`config.mk`:
```
export PLATFORM = sky130hd
export DESIGN_NAME = scanned_key_debounce_events
export DESIGN_NICKNAME = d
export VERILOG_FILES = /design/src/rtl/skde_pkg.sv /design/src/rtl/skde_cell.sv /design/src/rtl/skde_emit.sv /design/src/rtl/scanned_key_debounce_events.sv
export SDC_FILE = /design/constraint.sdc
export NUM_CORES = 1
export LEC_CHECK = 0
export BUFFER_PORTS_ARGS = -buffer_cell sky130_fd_sc_hd__buf_2
export CELL_PAD_IN_SITES_DETAIL_PLACEMENT = 0
export CELL_PAD_IN_SITES_GLOBAL_PLACEMENT = 2
export CORE_ASPECT_RATIO = 0.75
export CORE_MARGIN = 4
export CORE_UTILIZATION = 45
export DETAILED_ROUTE_END_ITERATION = 16
export PLACE_DENSITY_LB_ADDON = 0.1
export SLEW_MARGIN = 20
export SYNTH_ARGS = -nofsm -noshare
export SYNTH_HDL_FRONTEND = slang
export SYNTH_SLANG_ARGS = --single-unit
export TNS_END_PERCENT = 10
```
`constraint.sdc`:
```
create_clock -name clk -period 20 [get_ports clk]
set_input_delay 2 -clock clk [delete_from_list [all_inputs] [get_ports clk]]
set_output_delay 2 -clock clk [all_outputs]
set_load 0.01 [all_outputs]
```
`src/rtl/skde_pkg.sv`:
```
// ----------------------------------------------------------------------------
// skde_pkg
// Shared types and constants of the scanned key debounce block.
// ----------------------------------------------------------------------------
`default_nettype none

package skde_pkg;

  // Default number of key pins in one scan
  localparam int PIN_COUNT_DEF = 28;

  // Field widths
  localparam int TIME_W     = 32;
  localparam int DEBOUNCE_W = 20;
  localparam int NOTE_W     = 7;
  localparam int CHANNEL_W  = 5;

  // Configuration register indexes and bus geometry
  localparam int CFG_ADDR_W = 4;
  localparam int CFG_DATA_W = 32;
  localparam logic [1:0] REG_DEBOUNCE = 2'd0;
  localparam logic [1:0] REG_NOTE     = 2'd1;
  localparam logic [1:0] REG_CHANNEL  = 2'd2;

  // Reset values of the configuration registers
  localparam logic [DEBOUNCE_W-1:0] DEBOUNCE_RST = DEBOUNCE_W'(30000);
  localparam logic [NOTE_W-1:0]     NOTE_RST     = '0;
  localparam logic [CHANNEL_W-1:0]  CHANNEL_RST  = CHANNEL_W'(1);

  // Debounce state of one pin
  typedef struct packed {
    logic              stable;
    logic              settling;
    logic [TIME_W-1:0] start;
  } pin_state_t;

  // One event handed to the emitter
  typedef struct packed {
    logic              valid;
    logic [NOTE_W-1:0] note;
    logic              pressed;
  } key_event_t;

  // Emitter status back to the sequencer
  typedef struct packed {
    logic take_ok;
    logic flush_done;
  } emit_status_t;

endpackage

`default_nettype wire

```
`src/rtl/skde_cell.sv`:
```
// ----------------------------------------------------------------------------
// skde_cell
// One cell of the pin state ring: holds the debounce state of one pin and
// takes its neighbour's state whenever the ring advances.
// ----------------------------------------------------------------------------
`default_nettype none

module skde_cell
  import skde_pkg::*;
(
  input  wire logic       clk,
  input  wire logic       rst,
  input  wire logic       shift,
  input  wire pin_state_t state_in,
  output pin_state_t      state_out
);

  logic              stable;
  logic              settling;
  logic [TIME_W-1:0] start;

  // Advance control bits, clear them on reset
  always_ff @(posedge clk) begin
    if (rst) begin
      stable   <= 1'b0;
      settling <= 1'b0;
    end else if (shift) begin
      stable   <= state_in.stable;
      settling <= state_in.settling;
    end
  end

  // Advance the start time; only read while settling
  always_ff @(posedge clk) begin
    if (shift) begin
      start <= state_in.start;
    end
  end

  assign state_out = '{stable, settling, start};

endmodule

`default_nettype wire

```
`src/rtl/skde_emit.sv`:
```
// ----------------------------------------------------------------------------
// skde_emit
// Event emitter: holds the newest event back by one so that the final event
// of a scan can be marked, and drives the output register.
// ----------------------------------------------------------------------------
`default_nettype none

module skde_emit
  import skde_pkg::*;
(
  input  wire logic                 clk,
  input  wire logic                 rst,
  input  wire key_event_t           ev,
  input  wire logic                 flush,
  input  wire logic [CHANNEL_W-1:0] channel_cfg,
  output emit_status_t              status,
  output logic                      out_valid,
  input  wire logic                 out_ready,
  output logic [NOTE_W-1:0]         note,
  output logic                      pressed,
  output logic [CHANNEL_W-1:0]      channel,
  output logic                      last_event
);

  logic              pend_valid;
  logic [NOTE_W-1:0] pend_note;
  logic              pend_pressed;
  logic              out_free;
  logic              push;

  assign out_free = !out_valid || out_ready;

  // Push the held event when a newer one arrives or the scan ends
  assign push = pend_valid && (ev.valid || (flush && out_free));

  assign status.take_ok    = !pend_valid || out_free;
  assign status.flush_done = !pend_valid || out_free;

  // Track held and output valid flags
  always_ff @(posedge clk) begin
    if (rst) begin
      pend_valid <= 1'b0;
      out_valid  <= 1'b0;
    end else begin
      if (ev.valid) begin
        pend_valid <= 1'b1;
      end else if (push) begin
        pend_valid <= 1'b0;
      end
      if (push) begin
        out_valid <= 1'b1;
      end else if (out_ready) begin
        out_valid <= 1'b0;
      end
    end
  end

  // Hold the newest event and load the output register
  always_ff @(posedge clk) begin
    if (ev.valid) begin
      pend_note    <= ev.note;
      pend_pressed <= ev.pressed;
    end
    if (push) begin
      note       <= pend_note;
      pressed    <= pend_pressed;
      channel    <= channel_cfg;
      last_event <= !ev.valid;
    end
  end

  // A new event must only come when the held one can move on
  assert property (@(posedge clk) disable iff (rst) ev.valid |-> status.take_ok)
    else $error("event offered while the emitter is blocked");

  // A flushed scan ends with its final event in the output register
  assert property (@(posedge clk) disable iff (rst)
                   (flush && !ev.valid && pend_valid && out_free) |=> (out_valid && last_event))
    else $error("final event of a scan not marked");

endmodule

`default_nettype wire

```
`src/rtl/scanned_key_debounce_events.sv`:
```
// ----------------------------------------------------------------------------
// scanned_key_debounce_events
// Debounces one scan of active-low key pins and emits note on/off events.
// ----------------------------------------------------------------------------
// Each accepted scan walks the per-pin debounce state once around a ring of
// PIN_COUNT cells, one pin per cycle, through a single update unit at the head
// of the ring; a scan runs from acceptance through PIN_COUNT ring steps and a
// flush state back to idle, where the next scan is accepted, and a ring step
// waits while the output side stalls with two events pending.
// Events leave in ascending pin order and the final one of a scan carries
// last_event; a scan that accepts no change produces no item. The next scan
// may be accepted while the last event of the previous one still waits in
// the output register. Registers sit at byte addresses 0 (debounce time),
// 4 (note base) and 8 (channel).
// ----------------------------------------------------------------------------
`default_nettype none

module scanned_key_debounce_events
  import skde_pkg::*;
#(
  parameter int PIN_COUNT = PIN_COUNT_DEF
) (
  input  wire logic                  clk,
  input  wire logic                  rst,
  // Configuration port
  input  wire logic                  psel,
  input  wire logic                  penable,
  input  wire logic                  pwrite,
  input  wire logic [CFG_ADDR_W-1:0] paddr,
  input  wire logic [CFG_DATA_W-1:0] pwdata,
  output logic [CFG_DATA_W-1:0]      prdata,
  output logic                       pready,
  // Scan input
  input  wire logic                  in_valid,
  output logic                       in_ready,
  input  wire logic [PIN_COUNT-1:0]  raw_pins,
  input  wire logic [TIME_W-1:0]     now_us,
  // Event output
  output logic                       out_valid,
  input  wire logic                  out_ready,
  output logic [NOTE_W-1:0]          note,
  output logic                       pressed,
  output logic [CHANNEL_W-1:0]       channel,
  output logic                       last_event
);

  localparam int IDX_W = (PIN_COUNT > 1) ? $clog2(PIN_COUNT) : 1;
  localparam logic [IDX_W-1:0] IDX_LAST = IDX_W'(PIN_COUNT - 1);

  typedef enum logic [1:0] {
    S_IDLE,
    S_RUN,
    S_FLUSH
  } seq_state_t;

  seq_state_t state;

  logic [DEBOUNCE_W-1:0] debounce_time_us;
  logic [NOTE_W-1:0]     note_base;
  logic [CHANNEL_W-1:0]  channel_number;

  logic [PIN_COUNT-1:0]  pins;
  logic [TIME_W-1:0]     now;
  logic [IDX_W-1:0]      idx;

  pin_state_t            ring [PIN_COUNT];
  pin_state_t            head_next;
  logic                  level;
  logic [TIME_W-1:0]     elapsed;
  logic                  hit;
  logic                  step;
  key_event_t            ev;
  emit_status_t          emit_status;
  logic                  cfg_write;

  // --------------------------------------------------------------------------
  // Configuration registers
  // --------------------------------------------------------------------------
  assign pready    = 1'b1;
  assign cfg_write = psel && penable && pwrite && pready;

  always_ff @(posedge clk) begin
    if (rst) begin
      debounce_time_us <= DEBOUNCE_RST;
      note_base        <= NOTE_RST;
      channel_number   <= CHANNEL_RST;
    end else if (cfg_write) begin
      unique case (paddr[3:2])
        REG_DEBOUNCE: debounce_time_us <= pwdata[DEBOUNCE_W-1:0];
        REG_NOTE:     note_base        <= pwdata[NOTE_W-1:0];
        REG_CHANNEL:  channel_number   <= pwdata[CHANNEL_W-1:0];
        default:      ;
      endcase
    end
  end

  // Return the addressed register
  always_comb begin
    unique case (paddr[3:2])
      REG_DEBOUNCE: prdata = CFG_DATA_W'(debounce_time_us);
      REG_NOTE:     prdata = CFG_DATA_W'(note_base);
      REG_CHANNEL:  prdata = CFG_DATA_W'(channel_number);
      default:      prdata = '0;
    endcase
  end

  // --------------------------------------------------------------------------
  // Update unit at the head of the ring
  // --------------------------------------------------------------------------
  assign level   = !pins[0];
  assign elapsed = now - ring[0].start;

  always_comb begin
    head_next = ring[0];
    hit       = 1'b0;
    priority if (level == ring[0].stable) begin
      head_next.settling = 1'b0;
    end else if (!ring[0].settling) begin
      head_next.settling = 1'b1;
      head_next.start    = now;
    end else if (elapsed > TIME_W'(debounce_time_us)) begin
      head_next.stable   = level;
      head_next.settling = 1'b0;
      hit                = 1'b1;
    end else begin
      // Keep timing the change
      head_next.settling = 1'b1;
    end
  end

  // Advance only when the emitter can take a possible event
  assign step       = (state == S_RUN) && (!hit || emit_status.take_ok);
  assign ev.valid   = step && hit;
  assign ev.note    = note_base + NOTE_W'(idx);
  assign ev.pressed = level;

  // --------------------------------------------------------------------------
  // Ring of pin cells: each takes its neighbour, the tail takes the update
  // --------------------------------------------------------------------------
  for (genvar i = 0; i < PIN_COUNT; i++) begin : g_cell
    pin_state_t cell_in;
    if (i == PIN_COUNT - 1) begin : g_tail
      assign cell_in = head_next;
    end else begin : g_body
      assign cell_in = ring[i+1];
    end
    skde_cell u_cell (
      .clk       (clk),
      .rst       (rst),
      .shift     (step),
      .state_in  (cell_in),
      .state_out (ring[i])
    );
  end

  // --------------------------------------------------------------------------
  // Sequencer
  // --------------------------------------------------------------------------
  assign in_ready = (state == S_IDLE);

  always_ff @(posedge clk) begin
    if (rst) begin
      state <= S_IDLE;
      idx   <= '0;
    end else begin
      unique case (state)
        S_IDLE: begin
          if (in_valid) begin
            state <= S_RUN;
            idx   <= '0;
          end
        end
        S_RUN: begin
          if (step) begin
            if (idx == IDX_LAST) begin
              state <= S_FLUSH;
              idx   <= '0;
            end else begin
              idx <= idx + IDX_W'(1);
            end
          end
        end
        S_FLUSH: begin
          if (emit_status.flush_done) begin
            state <= S_IDLE;
          end
        end
        default: state <= S_IDLE;
      endcase
    end
  end

  // Load the scan, then shift one pin out per ring step
  always_ff @(posedge clk) begin
    if (in_valid && in_ready) begin
      pins <= raw_pins;
      now  <= now_us;
    end else if (step) begin
      pins <= pins >> 1;
    end
  end

  // --------------------------------------------------------------------------
  // Event emitter
  // --------------------------------------------------------------------------
  skde_emit u_emit (
    .clk         (clk),
    .rst         (rst),
    .ev          (ev),
    .flush       (state == S_FLUSH),
    .channel_cfg (channel_number),
    .status      (emit_status),
    .out_valid   (out_valid),
    .out_ready   (out_ready),
    .note        (note),
    .pressed     (pressed),
    .channel     (channel),
    .last_event  (last_event)
  );

  // --------------------------------------------------------------------------
  // Assertions
  // --------------------------------------------------------------------------
  assert property (@(posedge clk) disable iff (rst) (state == S_IDLE) |-> (idx == '0))
    else $error("pin index not at zero while idle");

  assert property (@(posedge clk) disable iff (rst) (in_valid && in_ready) |=> (state == S_RUN))
    else $error("accepted scan did not start the ring walk");

  assert property (@(posedge clk) disable iff (rst)
                   (step && idx == IDX_LAST) |=> (state == S_FLUSH))
    else $error("ring walk did not end after the last pin");

endmodule

`default_nettype wire
```
# Word-level counts from Yosys, hierarchy flattened

Cells that the tools add are included.

Bits in registers: 1075
Input port bits: 103
Output and inout port bits: 49
Word-level logic and storage cells: 167

Add/subtract/negate cells: 3
$lt $le $gt $ge: 1
Equal/unequal tests: 10
Mux-type cells: 27
Reduce and logical (&&, ||, !) cells: 27

Operators with widths:

| kind                                          | count |
|---|---|
| two-way mux 32 bit                            | 2 |
| one-hot mux 20 bit (3 select lines)           | 1 |
| two-way mux 28 bit                            | 2 |
| > comparator 32 x 20 -> 1 bit                 | 1 |
| subtractor 32 bit                             | 1 |
| two-way mux 5 bit                             | 3 |
| two-way mux 1 bit                             | 13 |
| one-hot mux 5 bit (2 select lines)            | 1 |
| two-way mux 2 bit                             | 4 |
| nonzero test 2 bit                            | 4 |
| adder 7 x 5 -> 7 bit                          | 1 |
| logical AND 1 bit                             | 7 |
| inequality test 2 bit, second input constant  | 3 |
| one-hot mux 2 bit (3 select lines)            | 1 |
| AND reduction 2 bit                           | 3 |
| adder 5 x 1 -> 5 bit, second input constant   | 1 |
| == test 5 bit, second input constant          | 1 |
| zero test 1 bit                               | 5 |
| == test 2 x 1 -> 1 bit, second input constant | 2 |
| == test 2 bit, second input constant          | 2 |
| zero test 2 bit                               | 2 |
| logical OR 1 bit                              | 4 |
| AND reduction 4 bit                           | 1 |
| AND reduction 3 bit                           | 1 |
| 2 further kinds                               | 2 |

# Logic depth before layout (Yosys ltp)

Depth in word-level cells: 13
Gate-level depth with buffers: 24
Mapped depth without buffers: 23

# Cells and area by module

A second synthesis with hierarchy kept.

Cell total of the unflattened synthesis: 1970
Area total of the unflattened synthesis: 37134.4 sq um

By module, submodules not included:

| module                      | times used | cells each | area each (sq um) | sequential area each (sq um) |
|---|---|---|---|---|
| skde_cell                   | 28         | 40         | 1043.5            | 1001.0 |
| scanned_key_debounce_events | 1          | 814        | 7136.8            | 2582.5 |
| skde_emit                   | 1          | 36         | 779.5             | 700.7 |

# Least setup slack after synthesis

OpenSTA, ideal clock, no wires.

Path kind: register to register
Start: register now[2]
End: register g_cell[0].u_cell.start[0], enable pin
Setup time: 0.475 ns
Arrival: 6.769 ns
Slack: 12.756 ns
Cell stages (with the launch flop): 23
Path buffers: 1
Period minus slack after synthesis: 7.244 ns
Cells stage by stage: edfxtp_1 -> ha_1 -> o211ai_1 -> a21oi_2 -> o41ai_4 -> nor2_1 -> nor2_1 -> o21ai_0 -> a31oi_1 -> o21ai_0 -> xor2_1 -> ha_1 -> a21oi_1 -> o21ai_0 -> a2111oi_0 -> o2111ai_1 -> a21oi_1 -> o2111ai_1 -> and4bb_2 -> a21boi_4 -> a21o_4 -> inv_12 -> buf_12

Longest elaborated chain between the ends: 8

Ends and longest elaborated chain:

| element                       | RTL line                           | text |
|---|---|---|
| start, declared               | scanned_key_debounce_events.sv:63  | `logic [TIME_W-1:0] now;` |
| start signal, assigned        | scanned_key_debounce_events.sv:197 | `now <= now_us;` |
| subtractor 32 bit             | scanned_key_debounce_events.sv:111 | `assign elapsed = now - ring[0].start;` |
| > comparator 32 x 20 -> 1 bit | scanned_key_debounce_events.sv:121 | `end else if (elapsed > TIME_W'(debounce_time_us)) begin` |
| two-way mux 1 bit             | scanned_key_debounce_events.sv:121 |  |
| two-way mux 1 bit             | scanned_key_debounce_events.sv:118 | `end else if (!ring[0].settling) begin` |
| two-way mux 1 bit             | scanned_key_debounce_events.sv:116 | `priority if (level == ring[0].stable) begin` |
| zero test 1 bit               | scanned_key_debounce_events.sv:132 | `assign step = (state == S_RUN) && (!hit \|\| emit_status.take_ok);` |
| logical OR 1 bit              | scanned_key_debounce_events.sv:132 |  |
| logical AND 1 bit             | scanned_key_debounce_events.sv:132 |  |
| via g_cell[0].u_cell.shift    | skde_cell.sv:13                    | `input wire logic shift,` |
| end signal, assigned          | skde_cell.sv:36                    | `start <= state_in.start;` |
| end, declared                 | skde_cell.sv:20                    | `logic [TIME_W-1:0] start;` |

The timed path passes the listed nets, and every way through them passes these cells.
A chain may end at the register's enable or synchronous reset.

# Final worst setup path

Start: register now[2]
End: register g_cell[1].u_cell.start[11], enable pin

Longest elaborated chain between the ends: 8

Ends and longest elaborated chain:

| element                       | RTL line |
|---|---|
| subtractor 32 bit             | scanned_key_debounce_events.sv:111 |
| > comparator 32 x 20 -> 1 bit | scanned_key_debounce_events.sv:121 |
| two-way mux 1 bit             | scanned_key_debounce_events.sv:121 |
| two-way mux 1 bit             | scanned_key_debounce_events.sv:118 |
| two-way mux 1 bit             | scanned_key_debounce_events.sv:116 |
| zero test 1 bit               | scanned_key_debounce_events.sv:132 |
| logical OR 1 bit              | scanned_key_debounce_events.sv:132 |
| logical AND 1 bit             | scanned_key_debounce_events.sv:132 |
| end signal, assigned          | skde_cell.sv:36 |
| end, declared                 | skde_cell.sv:20 |

No other way between the ends.

==> metrics <==
Yosys reg bits ~1100; Clock Tree Root clkbuf_16; post-synthesis cell count 1963; setup TNS 0 ns; post-synthesis compound-gate area fraction around 3.7%; Leakage approximately 0.014 µW; Vias 16300; crit path to g_cell[1].u_cell.start[11]$_DFFE_PP_; nets@finish approximately 2300; DIE AREA 86800 µm²; Final Hold Fails 0; Syn Std Cell Area 37000 µm²; top sig layer met4; FFs w/ async S/R, synth 0%; CP peak stage delay roughly 0.96 ns; Post-Synth Simple-Gate Area 4.91%; GPL Wtd Cong 0.801; Die H 256 µm; Worst Path Arrival 9.42 ns; Commonest cells post-synth edfxtp_1 (978), nand2_1 (183), dfxtp_1 (97); Reg clk slew, reported paths 0.06 ns; Hold Path Class register to register; CP bufs+invs 4; CTS tree yes; multi-input logic area 5080 µm²; proportion of synthesized area in mux cells 2.21%; Routed met3 length 2210 µm; drt via density 4.95; nature of the critical path endpoint register; Slowest-stage cell, CP buf_4; Initial Utilization a little under half; Avg WL per Cell 18.1 µm; number of DRC markers in iteration 0 1319; Syn-to-layout area delta 13.2%; top-area cell type share of the netlist area 79.5%; Core Box Area around 80000 µm²; syn avg cell area 18.8 µm²; reg2reg end g_cell[1].u_cell.start[11]$_DFFE_PP_; setup violators final 0; R2R Setup Slk 10.84 ns; # DRC 0; largest fanout on the critical path 197; number of synthesized flops with an enable pin 978; IO Port Bufs 124; row count 90; Routed Antenna Nets 0; Synth area leader edfxtp_1; wl on met1 29700 µm; XOR/XNOR Fraction of Synth Area 0.708%; max_cap viols 0; vias in the first global route 16000; I/O pins 152; global route total overflow 0; htree depth 3; drt first pass iters 5; cts bufs inserted 98; first-pass GRT wire length about 90000 µm; largest family of logic cells by synthesized area simple AND/OR/NAND/NOR gates; Max transition margin 23.0%; Main synth FF type edfxtp_1; antenna fix cells 0; Crit path depth 24; clk_skew 0.0221 ns; setup repair bufs after CTS 0; Setup CP Type register to register; worst skew pair latency 0.66 ns; RSZ-0062 raised after global routing false; reg2reg start now[2]$_DFFE_PP_; Hold Buf Count CTS 0; Clock Tree Buf Depth 3; initial antenna violation count 4; Final period util 45.8%; Synth Area in Adders 2.04%; CP top delay family compound AO/OA/AOI/OAI gates; Netlist cell types just under 80; Final min period around 9.2 ns; WP data required 20.26 ns; CP startpoint now[2]$_DFFE_PP_; PD cells about 110 nW/µm²; Pwr Total 4770 µW; max-slew violation count 0; top post-synthesis cells by area edfxtp_1 (79%), dfxtp_1 (5.3%), mux2i_1 (2.0%); Tot GR Track Use 13.5%; count leader, synth edfxtp_1; register area 31300 µm²; worst-case reg-to-reg path depth 24; clk sinks 1075; Tightest Pin Transition 1.16 ns; Die W around 340 µm; met2 wire length 25900 µm; CP startpoint kind register; Yosys warning total 0; peak supply drop approximately 60 µV; largest net degree at the start of global routing approximately 210; status finished clean; cts repair resizes 0; hpwl dp between 30000 and 40000 µm; Seq/Total Area, Yosys 84.7%; Peak Freq 109 MHz; FILL cells 6438; share of layout cells above drive strength 1 13.7%; final WL 59400 µm; worst path cell trace ha_1, o211ai_1, a21oi_2, o41ai_4, nor2_1, nor2_1, o21ai_0, a31oi_1, o21ai_0, xor2_1, ha_1, a21oi_1, o21ai_0, a2111oi_0, o2111ai_1, a21oi_1, o2111ai_1, and4bb_2, a21boi_4, a21o_4, clkinv_16, buf_4, buf_4, buf_4
cells by family (layout without fill, tap and decap cells):
family	after synthesis	count (layout)
flip-flops	1075	1075
AND/OR/NAND/NOR	379	379
AO/OA/AOI/OAI	209	209
buffers and inverters	129	386
multiplexers	81	81
adder cells (fa/ha/maj)	59	59
XOR/XNOR	29	29
other	2	13
metal layers:
metal / global-route usage (%) / vias up
met2: 19.7 / 292
met5: 0 / -
li1: - / 7769
met1: 20.6 / 8130
met3: 2.64 / 104
met4: 4.47 / 0
through the flow:
| step | setup slack [ns] | utilization (%) | hold WS [ns] | area (µm²) | cells |
|---|---|---|---|---|---|
| after detailed placement | 10.67 | 47.8 | 0.405 | 38700 | 3111 |
| after global routing | 9.98 | 51.7 | 0.407 | 41900 | 3289 |
| after floorplan | 12.76 | - | 0.400 | 37000 | 1974 |
| after CTS | 10.71 | 51.7 | 0.402 | 41800 | 3289 |
| after global placement | 10.89 | 47.8 | 0.401 | 38700 | 3111 |
| final | 10.84 | 51.7 | 0.400 | 41900 | 3289 |
power by group:
group          internal (µW)  switching (µW)  total, µW  leakage (µW)
combinational           78.6             200        279       0.00301
sequential              2660            43.8       2700       0.00997
clock                   1010             779       1790       0.00151
worst reg2reg max path, delay by kind of cell, from the launching register on:
family / cells / cell delay (ns)
buf+inv: 4 / 3.42
compound gates: 14 / 3.33
fa+ha+maj: 2 / 0.70
simple gates: 3 / 0.67
flops: 1 / 0.39
xor+xnor: 1 / 0.17
worst min path at each step:
stage	start	endpoint	slack (ns)	cells after the start
floorplan	g_cell[1].u_cell.start[0]$_DFFE_PP_	g_cell[0].u_cell.start[0]$_DFFE_PP_	0.40	0
global placement	g_cell[27].u_cell.start[8]$_DFFE_PP_	g_cell[26].u_cell.start[8]$_DFFE_PP_	0.40	0
detailed placement	g_cell[11].u_cell.start[4]$_DFFE_PP_	g_cell[10].u_cell.start[4]$_DFFE_PP_	0.40	0
CTS	g_cell[26].u_cell.start[24]$_DFFE_PP_	g_cell[25].u_cell.start[24]$_DFFE_PP_	0.40	0
global route	g_cell[14].u_cell.start[30]$_DFFE_PP_	g_cell[13].u_cell.start[30]$_DFFE_PP_	0.41	0
finish	g_cell[21].u_cell.start[16]$_DFFE_PP_	g_cell[20].u_cell.start[16]$_DFFE_PP_	0.40	0
state kept, by name, summed over array words and instances (netlist names):
register and flops:
g_cell.u_cell.stable 28, u_emit.pend_pressed 1, g_cell.u_cell.start 896, now 32, u_emit.channel 5, u_emit.pressed 1
note_base 7, u_emit.pend_valid 1, u_emit.note 7, debounce_time_us 20, u_emit.pend_note 7, state 2
channel_number 5, u_emit.out_valid 1, pins 28, idx 5, u_emit.last_event 1, g_cell.u_cell.settling 28
layout make-up:
cell class | instances | area share [%]
Sequential cell | 1075 | 74.8
Clock buffer | 121 | 6.12
Tap cell | 1058 | 3.16
Multi-Input combinational cell | 770 | 12.1
Timing Repair Buffer | 139 | 1.79
Inverter | 69 | 0.682
Clock inverter | 57 | 1.31
cell usage in the layout, fill, tap and decap left out, drive strengths merged, types with 4 or more instances in the layout:
master    n
inv      71
o21a      7
buf     139
clkinv   45
nand2b   66
a211oi    5
xor2      8
o21ai    63
nor3b     5
mux2      6
nor4      5
bufinv    7
a311oi    4
a31oi     5
edfxtp  978
conb     13
ha       57
a21o     16
a211o    10
nand2   183
nand3     8
and3      6
nor2     49
xnor2    21
nor3     23
a21oi    65
nand4    12
nor2b     7
mux2i    75
dfxtp    97
o211ai    8
clkbuf  121
Power figures use the tool's default switching activity.
